### src/rtl/uledpwm_pkg.sv
// shared types, constants and decode functions of the uart led pwm frame decoder
// no dependencies; imported by every module of the block
package uledpwm_pkg;

  localparam int NUM_C  = 12;
  localparam int NUM_D  = 8;
  localparam int NUM_CH = NUM_C + NUM_D;
  localparam int CH_W   = $clog2(NUM_CH);

  localparam logic [9:0]  ACC_MAX     = 10'd1023;
  localparam logic [13:0] DUTY_SCALE  = 14'd10000;
  localparam logic [10:0] DUTY_DIV    = 11'd1023;
  localparam int          PROD_W      = 24;

  localparam logic [7:0] REG_COARSE = 8'h30;
  localparam logic [7:0] REG_FINE   = 8'h3C;

  localparam logic [7:0] C_DEV_RESET = 8'h20;
  localparam logic [7:0] D_DEV_RESET = 8'h61;

  localparam int CFG_IDX_W = 2;
  localparam logic [CFG_IDX_W-1:0] CFG_C_DEV = 2'd0;
  localparam logic [CFG_IDX_W-1:0] CFG_D_DEV = 2'd1;

  localparam int FIFO_DEPTH = 4;
  localparam int FIFO_AW    = $clog2(FIFO_DEPTH);
  localparam int FIFO_CW    = $clog2(FIFO_DEPTH + 1);

  // write commands
  localparam logic [7:0] CMD_W1  = 8'h87;
  localparam logic [7:0] CMD_W2  = 8'h99;
  localparam logic [7:0] CMD_W3  = 8'h1E;
  localparam logic [7:0] CMD_W4  = 8'hAA;
  localparam logic [7:0] CMD_W12 = 8'h2D;
  localparam logic [7:0] CMD_W16 = 8'h33;
  localparam logic [7:0] CMD_W32 = 8'hB4;
  // read commands
  localparam logic [7:0] CMD_R0 = 8'h4B;
  localparam logic [7:0] CMD_R1 = 8'hCC;
  localparam logic [7:0] CMD_R2 = 8'hD2;
  localparam logic [7:0] CMD_R3 = 8'h55;
  localparam logic [7:0] CMD_R4 = 8'hE1;
  localparam logic [7:0] CMD_R5 = 8'h66;
  localparam logic [7:0] CMD_R6 = 8'h78;

  localparam logic [5:0] READ_SKIP = 6'd4;
  localparam logic [5:0] CRC_LEN   = 6'd2;

  typedef enum logic [2:0] {
    PH_CMD, PH_DEV, PH_REG, PH_DATA, PH_CRC, PH_SKIP
  } phase_t;

  typedef enum logic {
    BK_IDLE, BK_EMIT
  } bk_state_t;

  // classified byte, front to back
  typedef struct packed {
    logic       data_vld;
    logic       hit_c;
    logic       hit_d;
    logic [7:0] regaddr;
    logic [7:0] data;
    logic       eor;
  } op_t;

  // one channel read out for duty conversion
  typedef struct packed {
    logic            vld;
    logic [CH_W-1:0] ch;
    logic            last;
    logic [9:0]      acc;
  } emit_t;

  function automatic logic [5:0] write_len(input logic [7:0] cmd);
    logic [5:0] n;
    case (cmd)
      CMD_W1:  n = 6'd1;
      CMD_W2:  n = 6'd2;
      CMD_W3:  n = 6'd3;
      CMD_W4:  n = 6'd4;
      CMD_W12: n = 6'd12;
      CMD_W16: n = 6'd16;
      CMD_W32: n = 6'd32;
      default: n = 6'd0;
    endcase
    return n;
  endfunction

  function automatic logic is_read(input logic [7:0] cmd);
    return (cmd == CMD_R0) || (cmd == CMD_R1) || (cmd == CMD_R2) ||
           (cmd == CMD_R3) || (cmd == CMD_R4) || (cmd == CMD_R5) ||
           (cmd == CMD_R6);
  endfunction

endpackage

### src/rtl/uart_led_pwm_width_frame_decoder.sv
// top level of the uart led pwm width frame decoder
// depends on uledpwm_pkg, uledpwm_front, uledpwm_fifo, uledpwm_back, uledpwm_duty
//
//  channel  direction  handshake              payload
//  in       sink       in_valid / in_stall    in_rx_byte, in_end_of_record
//  out      source     out_valid / out_stall  out_channel, out_duty, out_last
//  cfg      sink       cfg_we                 cfg_index, cfg_wdata
//
// one byte is taken per cycle while in_stall is low; the front parser resolves each
// byte in that cycle; a record end starts a readout of 20 items, C1..C12 then D1..D8,
// one per cycle unless held, via the duty pipeline (multiply, estimate, correct, output)
// during readout the 4-entry queue keeps taking bytes, then in_stall rises until the
// readout has gone into the duty pipeline
// out_stall freezes the duty pipeline and readout only; reset is synchronous and needs
// no clearing pass, all 20 accumulators are flip-flops
module uart_led_pwm_width_frame_decoder (
  input  logic                             clk,
  input  logic                             rst_n,
  // configuration
  input  logic                             cfg_we,
  input  logic [uledpwm_pkg::CFG_IDX_W-1:0] cfg_index,
  input  logic [7:0]                       cfg_wdata,
  // byte input
  input  logic                             in_valid,
  output logic                             in_stall,
  input  logic [7:0]                       in_rx_byte,
  input  logic                             in_end_of_record,
  // duty results
  output logic                             out_valid,
  input  logic                             out_stall,
  output logic [4:0]                       out_channel,
  output logic [13:0]                      out_duty,
  output logic                             out_last
);
  import uledpwm_pkg::*;

  // front to queue
  logic  push;
  op_t   push_op;
  logic  q_full;
  // queue to back
  logic  pop;
  op_t   q_op;
  logic  q_empty;
  // back to duty pipeline
  emit_t emit;
  logic  adv;

  // parser and configuration registers
  uledpwm_front u_front (
    .clk              (clk),
    .rst_n            (rst_n),
    .cfg_we           (cfg_we),
    .cfg_index        (cfg_index),
    .cfg_wdata        (cfg_wdata),
    .in_valid         (in_valid),
    .in_rx_byte       (in_rx_byte),
    .in_end_of_record (in_end_of_record),
    .q_full           (q_full),
    .in_stall         (in_stall),
    .push             (push),
    .push_op          (push_op)
  );

  // decouples parsing from accumulation and readout
  uledpwm_fifo u_fifo (
    .clk     (clk),
    .rst_n   (rst_n),
    .push    (push),
    .push_op (push_op),
    .pop     (pop),
    .pop_op  (q_op),
    .empty   (q_empty),
    .full    (q_full)
  );

  // accumulators, record-end sequencer
  uledpwm_back u_back (
    .clk     (clk),
    .rst_n   (rst_n),
    .q_empty (q_empty),
    .q_op    (q_op),
    .adv     (adv),
    .pop     (pop),
    .emit    (emit)
  );

  // duty scaling and output register
  uledpwm_duty u_duty (
    .clk         (clk),
    .rst_n       (rst_n),
    .emit        (emit),
    .out_stall   (out_stall),
    .adv         (adv),
    .out_valid   (out_valid),
    .out_channel (out_channel),
    .out_duty    (out_duty),
    .out_last    (out_last)
  );

endmodule

### src/rtl/uledpwm_front.sv
// front part: configuration registers and byte-level frame parser
// depends on uledpwm_pkg; hands classified items to the queue
module uledpwm_front (
  input  logic                             clk,
  input  logic                             rst_n,
  input  logic                             cfg_we,
  input  logic [uledpwm_pkg::CFG_IDX_W-1:0] cfg_index,
  input  logic [7:0]                       cfg_wdata,
  input  logic                             in_valid,
  input  logic [7:0]                       in_rx_byte,
  input  logic                             in_end_of_record,
  input  logic                             q_full,
  output logic                             in_stall,
  output logic                             push,
  output uledpwm_pkg::op_t                 push_op
);
  import uledpwm_pkg::*;

  phase_t     phase_r, phase_nxt;
  logic [5:0] rem_r, rem_nxt;
  logic [7:0] dev_r, dev_nxt;
  logic [7:0] reg_r, reg_nxt;
  logic       stop_r, stop_nxt;
  logic [7:0] cdev_r, ddev_r;
  logic       accept;
  logic [5:0] wlen;
  logic [5:0] rem_dec;

  assign in_stall = q_full;
  assign accept   = in_valid && !in_stall;
  assign wlen     = write_len(in_rx_byte);
  assign rem_dec  = rem_r - 6'd1;

  // next parse state
  always_comb begin
    phase_nxt = phase_r;
    rem_nxt   = rem_r;
    dev_nxt   = dev_r;
    reg_nxt   = reg_r;
    stop_nxt  = stop_r;
    if (!stop_r) begin
      unique case (phase_r)
        PH_CMD: begin
          if (wlen != 6'd0) begin
            rem_nxt   = wlen;
            phase_nxt = PH_DEV;
          end else if (is_read(in_rx_byte)) begin
            rem_nxt   = READ_SKIP;
            phase_nxt = PH_SKIP;
          end else begin
            stop_nxt = 1'b1;
          end
        end
        PH_DEV: begin
          dev_nxt   = in_rx_byte;
          phase_nxt = PH_REG;
        end
        PH_REG: begin
          reg_nxt   = in_rx_byte;
          phase_nxt = PH_DATA;
        end
        PH_DATA: begin
          reg_nxt = reg_r + 8'd1;
          rem_nxt = rem_dec;
          if (rem_dec == 6'd0) begin
            rem_nxt   = CRC_LEN;
            phase_nxt = PH_CRC;
          end
        end
        PH_CRC, PH_SKIP: begin
          rem_nxt = rem_dec;
          if (rem_dec == 6'd0) phase_nxt = PH_CMD;
        end
        default: begin
          phase_nxt = PH_CMD;
        end
      endcase
    end
    // record end drops any unfinished frame
    if (in_end_of_record) begin
      phase_nxt = PH_CMD;
      rem_nxt   = 6'd0;
      dev_nxt   = 8'd0;
      reg_nxt   = 8'd0;
      stop_nxt  = 1'b0;
    end
  end

  // classified item
  always_comb begin
    push_op.data_vld = !stop_r && (phase_r == PH_DATA);
    push_op.hit_c    = (dev_r == cdev_r);
    push_op.hit_d    = (dev_r == ddev_r);
    push_op.regaddr  = reg_r;
    push_op.data     = in_rx_byte;
    push_op.eor      = in_end_of_record;
    push             = accept && (push_op.data_vld || push_op.eor);
  end

  always_ff @(posedge clk) begin
    if (!rst_n) begin
      phase_r <= PH_CMD;
      rem_r   <= 6'd0;
      dev_r   <= 8'd0;
      reg_r   <= 8'd0;
      stop_r  <= 1'b0;
      cdev_r  <= C_DEV_RESET;
      ddev_r  <= D_DEV_RESET;
    end else begin
      if (cfg_we) begin
        case (cfg_index)
          CFG_C_DEV: cdev_r <= cfg_wdata;
          CFG_D_DEV: ddev_r <= cfg_wdata;
          default: ;
        endcase
      end
      if (accept) begin
        phase_r <= phase_nxt;
        rem_r   <= rem_nxt;
        dev_r   <= dev_nxt;
        reg_r   <= reg_nxt;
        stop_r  <= stop_nxt;
      end
    end
  end

endmodule

### src/rtl/uledpwm_fifo.sv
// short item queue between front and back
// depends on uledpwm_pkg for the item type and depth
module uledpwm_fifo (
  input  logic             clk,
  input  logic             rst_n,
  input  logic             push,
  input  uledpwm_pkg::op_t push_op,
  input  logic             pop,
  output uledpwm_pkg::op_t pop_op,
  output logic             empty,
  output logic             full
);
  import uledpwm_pkg::*;

  op_t                mem_r [FIFO_DEPTH];
  logic [FIFO_AW-1:0] wr_ptr_r, rd_ptr_r;
  logic [FIFO_CW-1:0] cnt_r;
  logic               do_push, do_pop;

  assign empty   = (cnt_r == FIFO_CW'(0));
  assign full    = (cnt_r == FIFO_CW'(FIFO_DEPTH));
  assign do_push = push && !full;
  assign do_pop  = pop && !empty;
  assign pop_op  = mem_r[rd_ptr_r];

  always_ff @(posedge clk) begin
    if (do_push) mem_r[wr_ptr_r] <= push_op;
  end

  always_ff @(posedge clk) begin
    if (!rst_n) begin
      wr_ptr_r <= '0;
      rd_ptr_r <= '0;
      cnt_r    <= '0;
    end else begin
      if (do_push) wr_ptr_r <= wr_ptr_r + FIFO_AW'(1);
      if (do_pop)  rd_ptr_r <= rd_ptr_r + FIFO_AW'(1);
      unique case ({do_push, do_pop})
        2'b10:   cnt_r <= cnt_r + FIFO_CW'(1);
        2'b01:   cnt_r <= cnt_r - FIFO_CW'(1);
        default: cnt_r <= cnt_r;
      endcase
    end
  end

endmodule

### src/rtl/uledpwm_back.sv
// back part: width accumulators and the record-end readout sequencer
// depends on uledpwm_pkg; feeds uledpwm_duty one channel per advance
module uledpwm_back (
  input  logic               clk,
  input  logic               rst_n,
  input  logic               q_empty,
  input  uledpwm_pkg::op_t   q_op,
  input  logic               adv,
  output logic               pop,
  output uledpwm_pkg::emit_t emit
);
  import uledpwm_pkg::*;

  localparam logic [CH_W-1:0] LAST_CH = CH_W'(NUM_CH - 1);

  bk_state_t       state_r, state_nxt;
  logic [CH_W-1:0] cnt_r;
  logic [9:0]      acc_r [NUM_CH];
  logic [9:0]      acc_nxt [NUM_CH];
  logic            issue, clear;

  // next state
  always_comb begin
    state_nxt = state_r;
    unique case (state_r)
      BK_IDLE: if (!q_empty && q_op.eor) state_nxt = BK_EMIT;
      BK_EMIT: if (adv && cnt_r == LAST_CH) state_nxt = BK_IDLE;
      default: state_nxt = BK_IDLE;
    endcase
  end

  // outputs
  always_comb begin
    pop   = (state_r == BK_IDLE) && !q_empty;
    issue = (state_r == BK_EMIT);
    clear = issue && adv && (cnt_r == LAST_CH);
  end

  assign emit.vld  = issue;
  assign emit.ch   = cnt_r;
  assign emit.last = (cnt_r == LAST_CH);
  assign emit.acc  = acc_r[cnt_r];

  // per-channel update: coarse register adds byte<<2, fine registers add 2-bit parts
  for (genvar i = 0; i < NUM_CH; i++) begin : g_ch
    localparam int  OFF = (i < NUM_C) ? (NUM_C - 1 - i) : (NUM_CH - 1 - i);
    localparam int  GRP = OFF / 3;
    localparam int  SUB = OFF % 3;
    localparam logic [7:0] COARSE_A = REG_COARSE + 8'(OFF);
    localparam logic [7:0] FINE_A   = REG_FINE + 8'(GRP);
    logic        hit;
    logic [9:0]  amount;
    logic [10:0] sum;

    assign hit = (i < NUM_C) ? q_op.hit_c : q_op.hit_d;

    always_comb begin
      amount = 10'd0;
      if (pop && q_op.data_vld && hit) begin
        if (q_op.regaddr == COARSE_A)    amount = {q_op.data, 2'b00};
        else if (q_op.regaddr == FINE_A) amount = {8'd0, q_op.data[2*SUB +: 2]};
      end
      sum = {1'b0, acc_r[i]} + {1'b0, amount};
      if (clear)                        acc_nxt[i] = 10'd0;
      else if (sum > {1'b0, ACC_MAX})   acc_nxt[i] = ACC_MAX;
      else                              acc_nxt[i] = sum[9:0];
    end

    always_ff @(posedge clk) begin
      if (!rst_n) acc_r[i] <= 10'd0;
      else        acc_r[i] <= acc_nxt[i];
    end
  end

  always_ff @(posedge clk) begin
    if (!rst_n) begin
      state_r <= BK_IDLE;
      cnt_r   <= '0;
    end else begin
      state_r <= state_nxt;
      if (clear)             cnt_r <= '0;
      else if (issue && adv) cnt_r <= cnt_r + CH_W'(1);
    end
  end

endmodule

### src/rtl/uledpwm_duty.sv
// duty conversion pipeline: acc*10000/1023 over four stages, last stage is the output register
// depends on uledpwm_pkg; the whole pipeline holds while the output is stalled
module uledpwm_duty (
  input  logic                          clk,
  input  logic                          rst_n,
  input  uledpwm_pkg::emit_t            emit,
  input  logic                          out_stall,
  output logic                          adv,
  output logic                          out_valid,
  output logic [uledpwm_pkg::CH_W-1:0] out_channel,
  output logic [13:0]                   out_duty,
  output logic                          out_last
);
  import uledpwm_pkg::*;

  logic                s1_vld_r, s2_vld_r, s3_vld_r;
  logic [CH_W-1:0]     s1_ch_r, s2_ch_r, s3_ch_r;
  logic                s1_last_r, s2_last_r, s3_last_r;
  logic [9:0]          s1_acc_r;
  logic [PROD_W-1:0]   s2_x_r, s3_x_r;
  logic [13:0]         s3_q_r;
  logic [PROD_W-1:0]   est;
  logic [PROD_W-1:0]   qmul, rem;
  logic [13:0]         duty_nxt;

  assign adv = !out_valid || !out_stall;

  // x/1023 from below: x*(1 + 2^-10 + 2^-20)/1024 is short by at most one
  assign est = s2_x_r + (s2_x_r >> 10) + (s2_x_r >> 20);

  assign qmul     = (PROD_W'(s3_q_r) << 10) - PROD_W'(s3_q_r);
  assign rem      = s3_x_r - qmul;
  assign duty_nxt = (rem >= PROD_W'(DUTY_DIV)) ? s3_q_r + 14'd1 : s3_q_r;

  always_ff @(posedge clk) begin
    if (adv) begin
      s1_ch_r     <= emit.ch;
      s1_last_r   <= emit.last;
      s1_acc_r    <= emit.acc;
      s2_ch_r     <= s1_ch_r;
      s2_last_r   <= s1_last_r;
      s2_x_r      <= PROD_W'(s1_acc_r) * PROD_W'(DUTY_SCALE);
      s3_ch_r     <= s2_ch_r;
      s3_last_r   <= s2_last_r;
      s3_x_r      <= s2_x_r;
      s3_q_r      <= est[23:10];
      out_channel <= s3_ch_r;
      out_last    <= s3_last_r;
      out_duty    <= duty_nxt;
    end
  end

  always_ff @(posedge clk) begin
    if (!rst_n) begin
      s1_vld_r  <= 1'b0;
      s2_vld_r  <= 1'b0;
      s3_vld_r  <= 1'b0;
      out_valid <= 1'b0;
    end else if (adv) begin
      s1_vld_r  <= emit.vld;
      s2_vld_r  <= s1_vld_r;
      s3_vld_r  <= s2_vld_r;
      out_valid <= s3_vld_r;
    end
  end

endmodule

### config.mk
export PLATFORM = sky130hd
export DESIGN_NAME = uart_led_pwm_width_frame_decoder
export DESIGN_NICKNAME = d
export VERILOG_FILES = /design/src/rtl/uledpwm_pkg.sv /design/src/rtl/uart_led_pwm_width_frame_decoder.sv /design/src/rtl/uledpwm_front.sv /design/src/rtl/uledpwm_fifo.sv /design/src/rtl/uledpwm_back.sv /design/src/rtl/uledpwm_duty.sv
export SDC_FILE = /design/constraint.sdc
export NUM_CORES = 1
export LEC_CHECK = 0
export ABC_AREA = 1
export BUFFER_PORTS_ARGS = -buffer_cell sky130_fd_sc_hd__clkbuf_2
export CAP_MARGIN = 25
export CORE_AREA = 2 2 167 292
export CTS_CLUSTER_SIZE = 40
export DETAILED_ROUTE_END_ITERATION = 12
export DIE_AREA = 0 0 169 294
export HOLD_SLACK_MARGIN = 0.02
export PLACE_DENSITY = 0.84
export SLEW_MARGIN = 10
export SYNTH_ARGS = -nofsm -noshare
export SYNTH_HDL_FRONTEND = slang
export SYNTH_SLANG_ARGS = --single-unit
### constraint.sdc
create_clock -name clk -period 4.8 [get_ports clk]
set_input_delay 0.48 -clock clk [delete_from_list [all_inputs] [get_ports clk]]
set_output_delay 0.48 -clock clk [all_outputs]
set_load 0.005 [all_outputs]
* Yosys cells after proc, flatten, opt, wreduce, memory -nomap -nowiden
Memory sizes are Yosys's and may differ from the RTL's. A register that Yosys moved wholly into a read port is not among the register bits. Index checks and enable logic that the tools add are counted.
Storage, ports and cells: output and inout port bits 22, bits in writable memories 280, register bits 151, memories kept 2
Memory list:
- u_back.acc_r | words 20, bits a word 10, read ports 21, clocked after memory_dff 1, write ports 20, RTL line uledpwm_back.sv:18 | logic [9:0] acc_r [NUM_CH];
- u_fifo.mem_r | words 4, bits a word 20, read ports 1, clocked after memory_dff 1, write ports 1, RTL line uledpwm_fifo.sv:15 | op_t mem_r [FIFO_DEPTH];
Cells by class: add/subtract/negate cells 32, equal/unequal tests 46, bitwise operators 22, multipliers 1, reduce and logical (&&, ||, !) cells 43, muxes and demuxes 140, $lt $le $gt $ge 21
Operators with widths (number):
- 10-bit two-way mux | 92
- 10-bit by 10-bit adder with 11-bit output | 20
- 11-bit by 10-bit > comparator with 1-bit output, second input constant | 20
- 8-bit by 6-bit equality test with 1-bit output, second input constant | 18
- 8-bit equality test, second input constant | 7
- 6-bit case mux with 7 select lines | 1
- 8-bit two-way mux | 5
- 8-bit by 7-bit equality test with 1-bit output, second input constant | 4
- 6-bit two-way mux | 5
- 2-bit two-way mux | 14
- 24-bit by 14-bit adder with 24-bit output | 1
- 24-bit by 4-bit adder with 24-bit output | 1
- 24-bit by 10-bit >= comparator with 1-bit output, second input constant | 1
- 24-bit by 14-bit subtractor with 24-bit output | 1
- 24-bit subtractor | 1
- 10-bit by 10-bit multiplier with 20-bit output, second input constant | 1
- 1-bit OR | 20
- 3-bit two-way mux | 6
- 6-bit case mux with 3 select lines | 1
- 8-bit equality test | 2
- 8-bit case mux with 2 select lines | 1
- 3-bit case mux with 5 select lines | 1
- 14-bit by 1-bit adder with 14-bit output, second input constant | 1
- 14-bit two-way mux | 1
- other kinds (35) | 80

* Longest topological paths before layout
Gate-level depths: netlist of run 1.
word-level depth 12, gate-level depth with buffers 23, mapped depth without buffers 21

* Hierarchy
A second synthesis of run 1 with hierarchy kept.
Unflattened totals: cell total of the unflattened synthesis 5020, area, all modules 34115.2 um^2
By module, submodules not included:
- uledpwm_back | area each 19921.6 um^2, times used 1, seq. area each 4224.1 um^2, cells an instance 3419
- uledpwm_duty | area each 8164.1 um^2, times used 1, seq. area each 3143.0 um^2, cells an instance 951
- uledpwm_fifo | area each 3439.5 um^2, times used 1, seq. area each 2582.5 um^2, cells an instance 264
- uledpwm_front | area each 2590.0 um^2, times used 1, seq. area each 840.8 um^2, cells an instance 386

* Least setup slack after synthesis of run 1
No wires, ideal clock.
kind input -> register, from input out_stall, to memory u_back.acc_r[10][3], stages on the path 8, arrival 4.312 ns, setup slack 0.364 ns, library setup time 0.124 ns, cells stage by stage nand2_1 > inv_1 > nor2_1 > a21oi_2 > inv_2 > clkbuf_1 > buf_2 > a21oi_1
RTL lines:
- start, declared | RTL line uart_led_pwm_width_frame_decoder.sv:30 | input logic out_stall,
- end, declared | RTL line uledpwm_back.sv:18

* Worst setup path after layout of run 1
from register u_duty.s1_acc_r[5] (read register of u_back.acc_r), to register u_duty.s2_x_r[21], data pin
On the way: longest elaborated chain between the ends 1
RTL lines:
- start, declared | RTL line uledpwm_duty.sv:19 | logic [9:0] s1_acc_r;
- 10-bit by 10-bit multiplier with 20-bit output | RTL line uledpwm_duty.sv:42 | s2_x_r <= PROD_W'(s1_acc_r) * PROD_W'(DUTY_SCALE);
- end signal, assigned | RTL line uledpwm_duty.sv:42
- end, declared | RTL line uledpwm_duty.sv:20 | logic [PROD_W-1:0] s2_x_r, s3_x_r;
No other way between the ends. A chain may end at the register's enable or synchronous reset.

==> results of run 1 <==
final timing paths:
path,to,slack [ns]
setup / recovery,u_duty.s2_x_r[21],0.51
hold / removal,u_front.cdev_r[5],0.15
hold reg to reg,u_duty.out_last,0.42
setup reg to reg,u_duty.s2_x_r[21],0.51
state kept, by name, summed over array words and instances, names as in the netlist, 3 cells and up, named ones only:
signal,cells
u_front.ddev_r,8
u_duty.s2_x_r,20
u_fifo.cnt_r,3
u_duty.s1_acc_r,10
u_back.acc_r,200
u_front.reg_r,8
u_back.cnt_r,5
u_front.phase_r,3
u_duty.out_channel,5
u_duty.s2_ch_r,5
u_duty.s3_ch_r,5
u_duty.s3_x_r,20
u_front.dev_r,8
u_fifo.mem_r,80
u_duty.s3_q_r,14
u_duty.s1_ch_r,5
u_front.rem_r,6
u_front.cdev_r,8
u_duty.out_duty,14
cell usage in the layout (no fill, tap or decap), types with 25 or more instances in the layout:
cell type / n
xor2_1: 140
nand4_1: 25
nor2_1: 495
o22ai_1: 61
ha_1: 311
a31oi_1: 29
inv_1: 554
a21oi_1: 363
nor3_1: 87
dfxtp_1: 259
nand2_1: 621
xnor2_1: 67
buf_4: 32
nand3_1: 133
clkbuf_16: 42
o21ai_0: 299
fa_1: 42
clkbuf_2: 45
edfxtp_1: 182
power groups by stage:
stage,sequential [mW],clock [mW],combinational (mW)
floorplan,4.82,0,5.41
global placement,4.96,0,7.34
detailed placement,4.97,0,7.55
CTS,4.90,3.44,7.61
global route,4.95,3.57,8.66
finish,4.91,3.43,7.82
synthesized netlist by cell type (all sizes together) (72+ instances only):
master and instances:
ha 311, dfxtp 261, inv 564, xor2 140, edfxtp 182, nand2 631, nor2 515, a21oi 364
nor3 88, o21ai 308, clkbuf 72, nand3 137
per-layer routing:
metal	track usage [%]	share of wire (%)	up-vias
met5	0	0.021	-
met1	31.66	33	12810
met2	64.23	51	1034
li1	-	-	13240
met4	30.37	10	2
met3	5.367	5.4	457
area by class of cell:
class | count | area, um2 | share of cell area (%)
clock inverters | 20 | 225.2 | 0.6900
repair buffers | 79 | 505.5 | 1.549
inverters | 566 | 2128 | 6.520
clock buffers | 53 | 1162 | 3.561
flip-flops and latches | 443 | 10700 | 32.77
multi-input cells | 2844 | 17180 | 52.64
well taps | 594 | 743.2 | 2.277
kinds of logic (layout without fill, tap and decap cells):
group                      count (synthesis)  in the layout  share of synthesized area, %
and+or+nand+nor                         1415           1415                         19.20
AOI/OAI and AO/OA                        869            869                         15.69
buffers and inverters                    671            718                         8.480
DFF                                      443            443                         35.12
adders and majority gates                353            353                         15.55
xor gates and xnor gates                 207            207                         5.956
worst max-delay path: stages (launching register included):
cell,delay [ns]
edfxtp_1,0.52
fa_1,0.50
ha_1,0.29
inv_1,0.05
fa_1,0.54
inv_1,0.05
ha_1,0.29
ha_1,0.31
ha_1,0.37
nand2_1,0.06
o21ai_0,0.17
buf_4,0.15
a21boi_0,0.12
o21ai_0,0.32
nand3_1,0.16
nand3_1,0.10
nand2_1,0.05
per-stage QoR:
stage | utilization [%] | setup slack (ns) | std cells
2_1_floorplan | - | 0.3635 | 3958
3_3_place_gp | 65.82 | 0.6246 | 4526
3_5_place_dp | 65.82 | 0.5623 | 4526
4_1_cts | 68.75 | 0.5412 | 4599
5_1_grt | 68.75 | 0.3456 | 4599
6_report | 68.75 | 0.5107 | 4599
==> metrics, run 1 <==
Die Y=roughly 290 um; post-synth cell types=56; GP Congestion=1.008; crit-path max FO=5; # setup viols final=0; Total Power=16.15 mW; Worst Setup SP=u_duty.s1_acc_r[5]; most area-consuming cells after synthesis=edfxtp_1, dfxtp_1, ha_1; cell taking the most area after synthesis=edfxtp_1; CP Data Required Time=~5.1 ns; CTS Buf Count=a little over 40; Net Count, Synth=about 4300; power per cell area=around 490 mW/mm2; relative slew slack=between 30% and 40%; min-delay src=cfg_wdata[5]; Synth Area per Inst=7.690 um2; RSZ-0062 raised after global routing=no; Crit Reg-Reg Startpoint=u_duty.s1_acc_r[5]; Placeable Area=about 0.047 mm2; global-route wire length before repair=around 130 mm; ANT nets after route=0; status=complete, no violations; detailed-route via count=27530; vias in the first global route=approximately 27000; Final TNS setup=0 ns; Most used DFF post-synth=dfxtp_1; H-tree lvl count=2; post-layout instance area=0.03264 mm2; DRT Wirelength=about 86 mm; Cell Area, Synth=~0.030 mm2; Reg power frac=between 30% and 40%; Die Wd=around 170 um; logic gate share of total power=between 40 and 50%; CTS tree=built; CTS clk-pin slew, worst paths=0.07 ns; gr ovfl total=0; area post-placement=between 0.03 and 0.04 mm2; switching power=~7.2 mW; Root Buffer=clkbuf_16; synth warn=0; layout cells sized above 1=under 10%; clk_skew=roughly 0.039 ns; Initial Utilization=between 60% and 70%; Net Sw Frac=44.59%; Tmin final=4.289 ns; endpoint type of the worst setup path=register; largest net degree at the start of global routing=83; DP HPWL=roughly 64 mm; worst hold path class=input pin to register; Via density=around 6; Die ar.=0.04969 mm2; hold buffer count at cts=0; Post-CTS Setup Bufs=0; fillers=3933; Pre-antenna DRT Iters=8; Yosys reg bits=443; internal power=between 8 and 9 mW; residual DRC count=0; PortBufs=45; fmax=0.2331 GHz; WS Path Type=register to register; critical path arrival=4.62 ns; Max-Cap Viols=0; final hold viol count=0; CTS max path bufs=3; Iter 0 DRT Violations=1813; # diodes=0; clock sink count=about 440; Post-synth EDFFs=182; number of gates resized after cts=0; maximum vdd drop=just over 400 uV; Reg2Reg Depth=16; Clk network pwr share=21.2%; WL/cell=18.65 um; crit share post-route=approximately nine tenths; crit start category=register; area overhead of the layout relative to synthesis=7.239%; FFs w/ async S/R, synth=0%; Synth top area share=about 18%; latest clock arrival within the worst-skew pair=0.57 ns; gr usage total=roughly 34%; nets@finish=roughly 4400; Worst Hold Depth=3; max-slew violation count=0; Post-Synthesis Cells=roughly 4000; Top Ports=between 40 and 50; antenna violations before repair=1; Leak=14.91 nW; FP Rows=approximately 110; post-synthesis sequential area ratio=between 30% and 40%; hold_ws=about 0.15 ns; Worst-Margin Slew=~1.0 ns
Power figures use the tool's default switching activity.
==> run 2: changes to the inputs <==
Settings changed: CORE_AREA 2 2 167 292 to 2 2 166 290, CTS_BUF_LIST from default to sky130_fd_sc_hd__clkbuf_4, DIE_AREA 0 0 169 294 to 0 0 168 292, PLACE_DENSITY 0.84 to 0.85, REMOVE_ABC_BUFFERS from default to 1.
==> run 2 against run 1 <==
Fmax grew 0.35%. Largest cell class unchanged. Register-to-register slack is essentially flat. Highest routed layer unchanged. Clock power shrank 11%. First-iteration DRC count grew 12%. Flip-flop and latch count is the same. Non-clock buffer count grew 25. Die area shrank 1.3%. Design area grew 0.40%.
==> metrics, run 2 (synthesis gave the netlist of run 1 again) <==
clock sink count=443; hold_ws=a little over 0.08 ns; critical path arrival=between 4 and 5 ns; power per cell area=between 400 and 500 mW/mm2; Post-CTS Setup Bufs=0; CTS max path bufs=3; CTS clk-pin slew, worst paths=about 0.080 ns; DP HPWL=about 64 mm; largest net degree at the start of global routing=73; crit share post-route=between 80% and 90%; most frequent cells in the layout=nand2_1, inv_1, nor2_1; Worst path slowest cell=fa_1; layout cells sized above 1=approximately 7.0%; PortBufs=between 40 and 50; biggest regs=u_back.acc_r (200), u_fifo.mem_r (80); Leak=about 15 nW; status=complete, no violations; Via density=6.064; commonest non-fill, non-tap cell in the layout=nand2_1; Die Wd=168 um; WS Path Type=register to register; r2r setup slk=0.53 ns; Layout Cells excl Fill=between 4000 and 5000; clk_skew=~0.067 ns; Top reg by flops=u_back.acc_r; residual DRC count=0; vias in the first global route=~29000; Max-Cap Viols=0; worst hold path class=input pin to register; Top cell by count, worst path=ha_1; CTS tree=built; nets@finish=about 4400; Pre-antenna DRT Iters=6; antenna violations before repair=4; CP Buf/Inv Count=2; final hold viol count=0; ANT nets after route=0; fmax=0.2340 GHz; WL/cell=around 19 um; CTS Buf Count=between 100 and 150; area overhead of the layout relative to synthesis=7.666%; gr ovfl total=0; Iter 0 DRT Violations=between 2000 and 2500; Die Y=a little under 300 um; gr usage total=between 30 and 40%; latest clock arrival within the worst-skew pair=approximately 0.9 ns; CP peak stage delay=0.54 ns; Largest register FFs=200; Core Util, Final=between 70% and 80%; Worst-Margin Slew=1.129 ns; CP Data Required Time=approximately 5.4 ns; endpoint type of the worst setup path=register; Root Buffer=clkbuf_4; Placeable Area=roughly 0.047 mm2; crit-path max FO=5; Top Ports=46; max-slew violation count=0; maximum vdd drop=between 200 and 300 uV; Total Power=around 16 mW; Tmin final=between 4 and 5 ns; DRT Wirelength=slightly below 90 mm; FP Rows=105; global-route wire length before repair=about 140 mm; crit-path leading delay family=adder cells; CP Cell Sequence=fa_1 -> ha_1 -> inv_1 -> fa_1 -> inv_1 -> ha_1 -> ha_1 -> ha_1 -> nand2_1 -> o21ai_0 -> a21boi_0 -> o21ai_0 -> nand3_1 -> nand3_1 -> nand2_1; crit start category=register; # setup viols final=0; Die ar.=roughly 0.049 mm2; Initial Utilization=65.26%; GP Congestion=between 1 and 1.5; RSZ-0062 raised after global routing=no; H-tree lvl count=3; detailed-route via count=approximately 29000; Post-Place Cells=between 4000 and 5000; relative slew slack=about a quarter
[run 2: cell count changes in the layout (fill, tap and decap cells not counted), sizes merged]
cell / previous run / this run
bufinv: 4 / 1
clkinvlp: 2 / 0
diode: 0 / 1
buf: 34 / 35
clkbuf: 98 / 183
clkinv: 16 / 47
inv: 564 / 569
dlygate4sd3: 0 / 23
[run 2: through the flow]
stage | cell area, um2 | setup slack, ns | setup TNS (ns)
detailed placement | 31230 | 0.5432 | 0
global route | 32770 | 0.3098 | 0
CTS | 32750 | 0.5017 | 0
floorplan | 29980 | -0.9445 | -118.93
global placement | 31230 | 0.5971 | 0
finish | 32770 | 0.5256 | 0
[run 2: area by class of cell]
class | instances | area [um2]
repair buffers | 104 | 738.2
fillers | 3710 | 13870
clock inverters | 51 | 261.5
clock buffers | 137 | 1028
multi-input cells | 2844 | 17180
well taps | 588 | 735.7
inverters | 566 | 2128
diodes | 1 | 2.502
flip-flops and latches | 443 | 10700
[run 2: routing by layer]
metal,global-route usage [%],share of wire [%]
met4,34.27,11
met2,65.08,50
met3,8.146,7.4
met5,0,0.043
met1,33.24,32
[run 2: what timing repair did]
action | in CTS | in global routing
gates resized for setup | 0 | 0
hold buffers | 23 | 0
hold endpoints to repair | 54 | 0
[run 2: worst min-delay path: cells and delay by family]
kind	cells	cell delay, ns
simple gates	2	0.14
buf+inv	2	0.32
[run 2: report_power, final]
part	switching (mW)	total (mW)	internal (mW)
logic	5.21	7.74	2.52
registers	0.411	4.92	4.51
clock network	1.63	3.04	1.41
total	7.25	15.7	8.44
[run 2: final timing paths]
path,start,to,cells past startpoint
worst max-delay path,u_duty.s1_acc_r[4],u_duty.s2_x_r[21],15
worst min-delay path,rst_n,u_front.phase_r[0],4
worst max register to register,u_duty.s1_acc_r[4],u_duty.s2_x_r[21],15
worst min register to register,u_duty.s3_last_r,u_duty.out_last,0
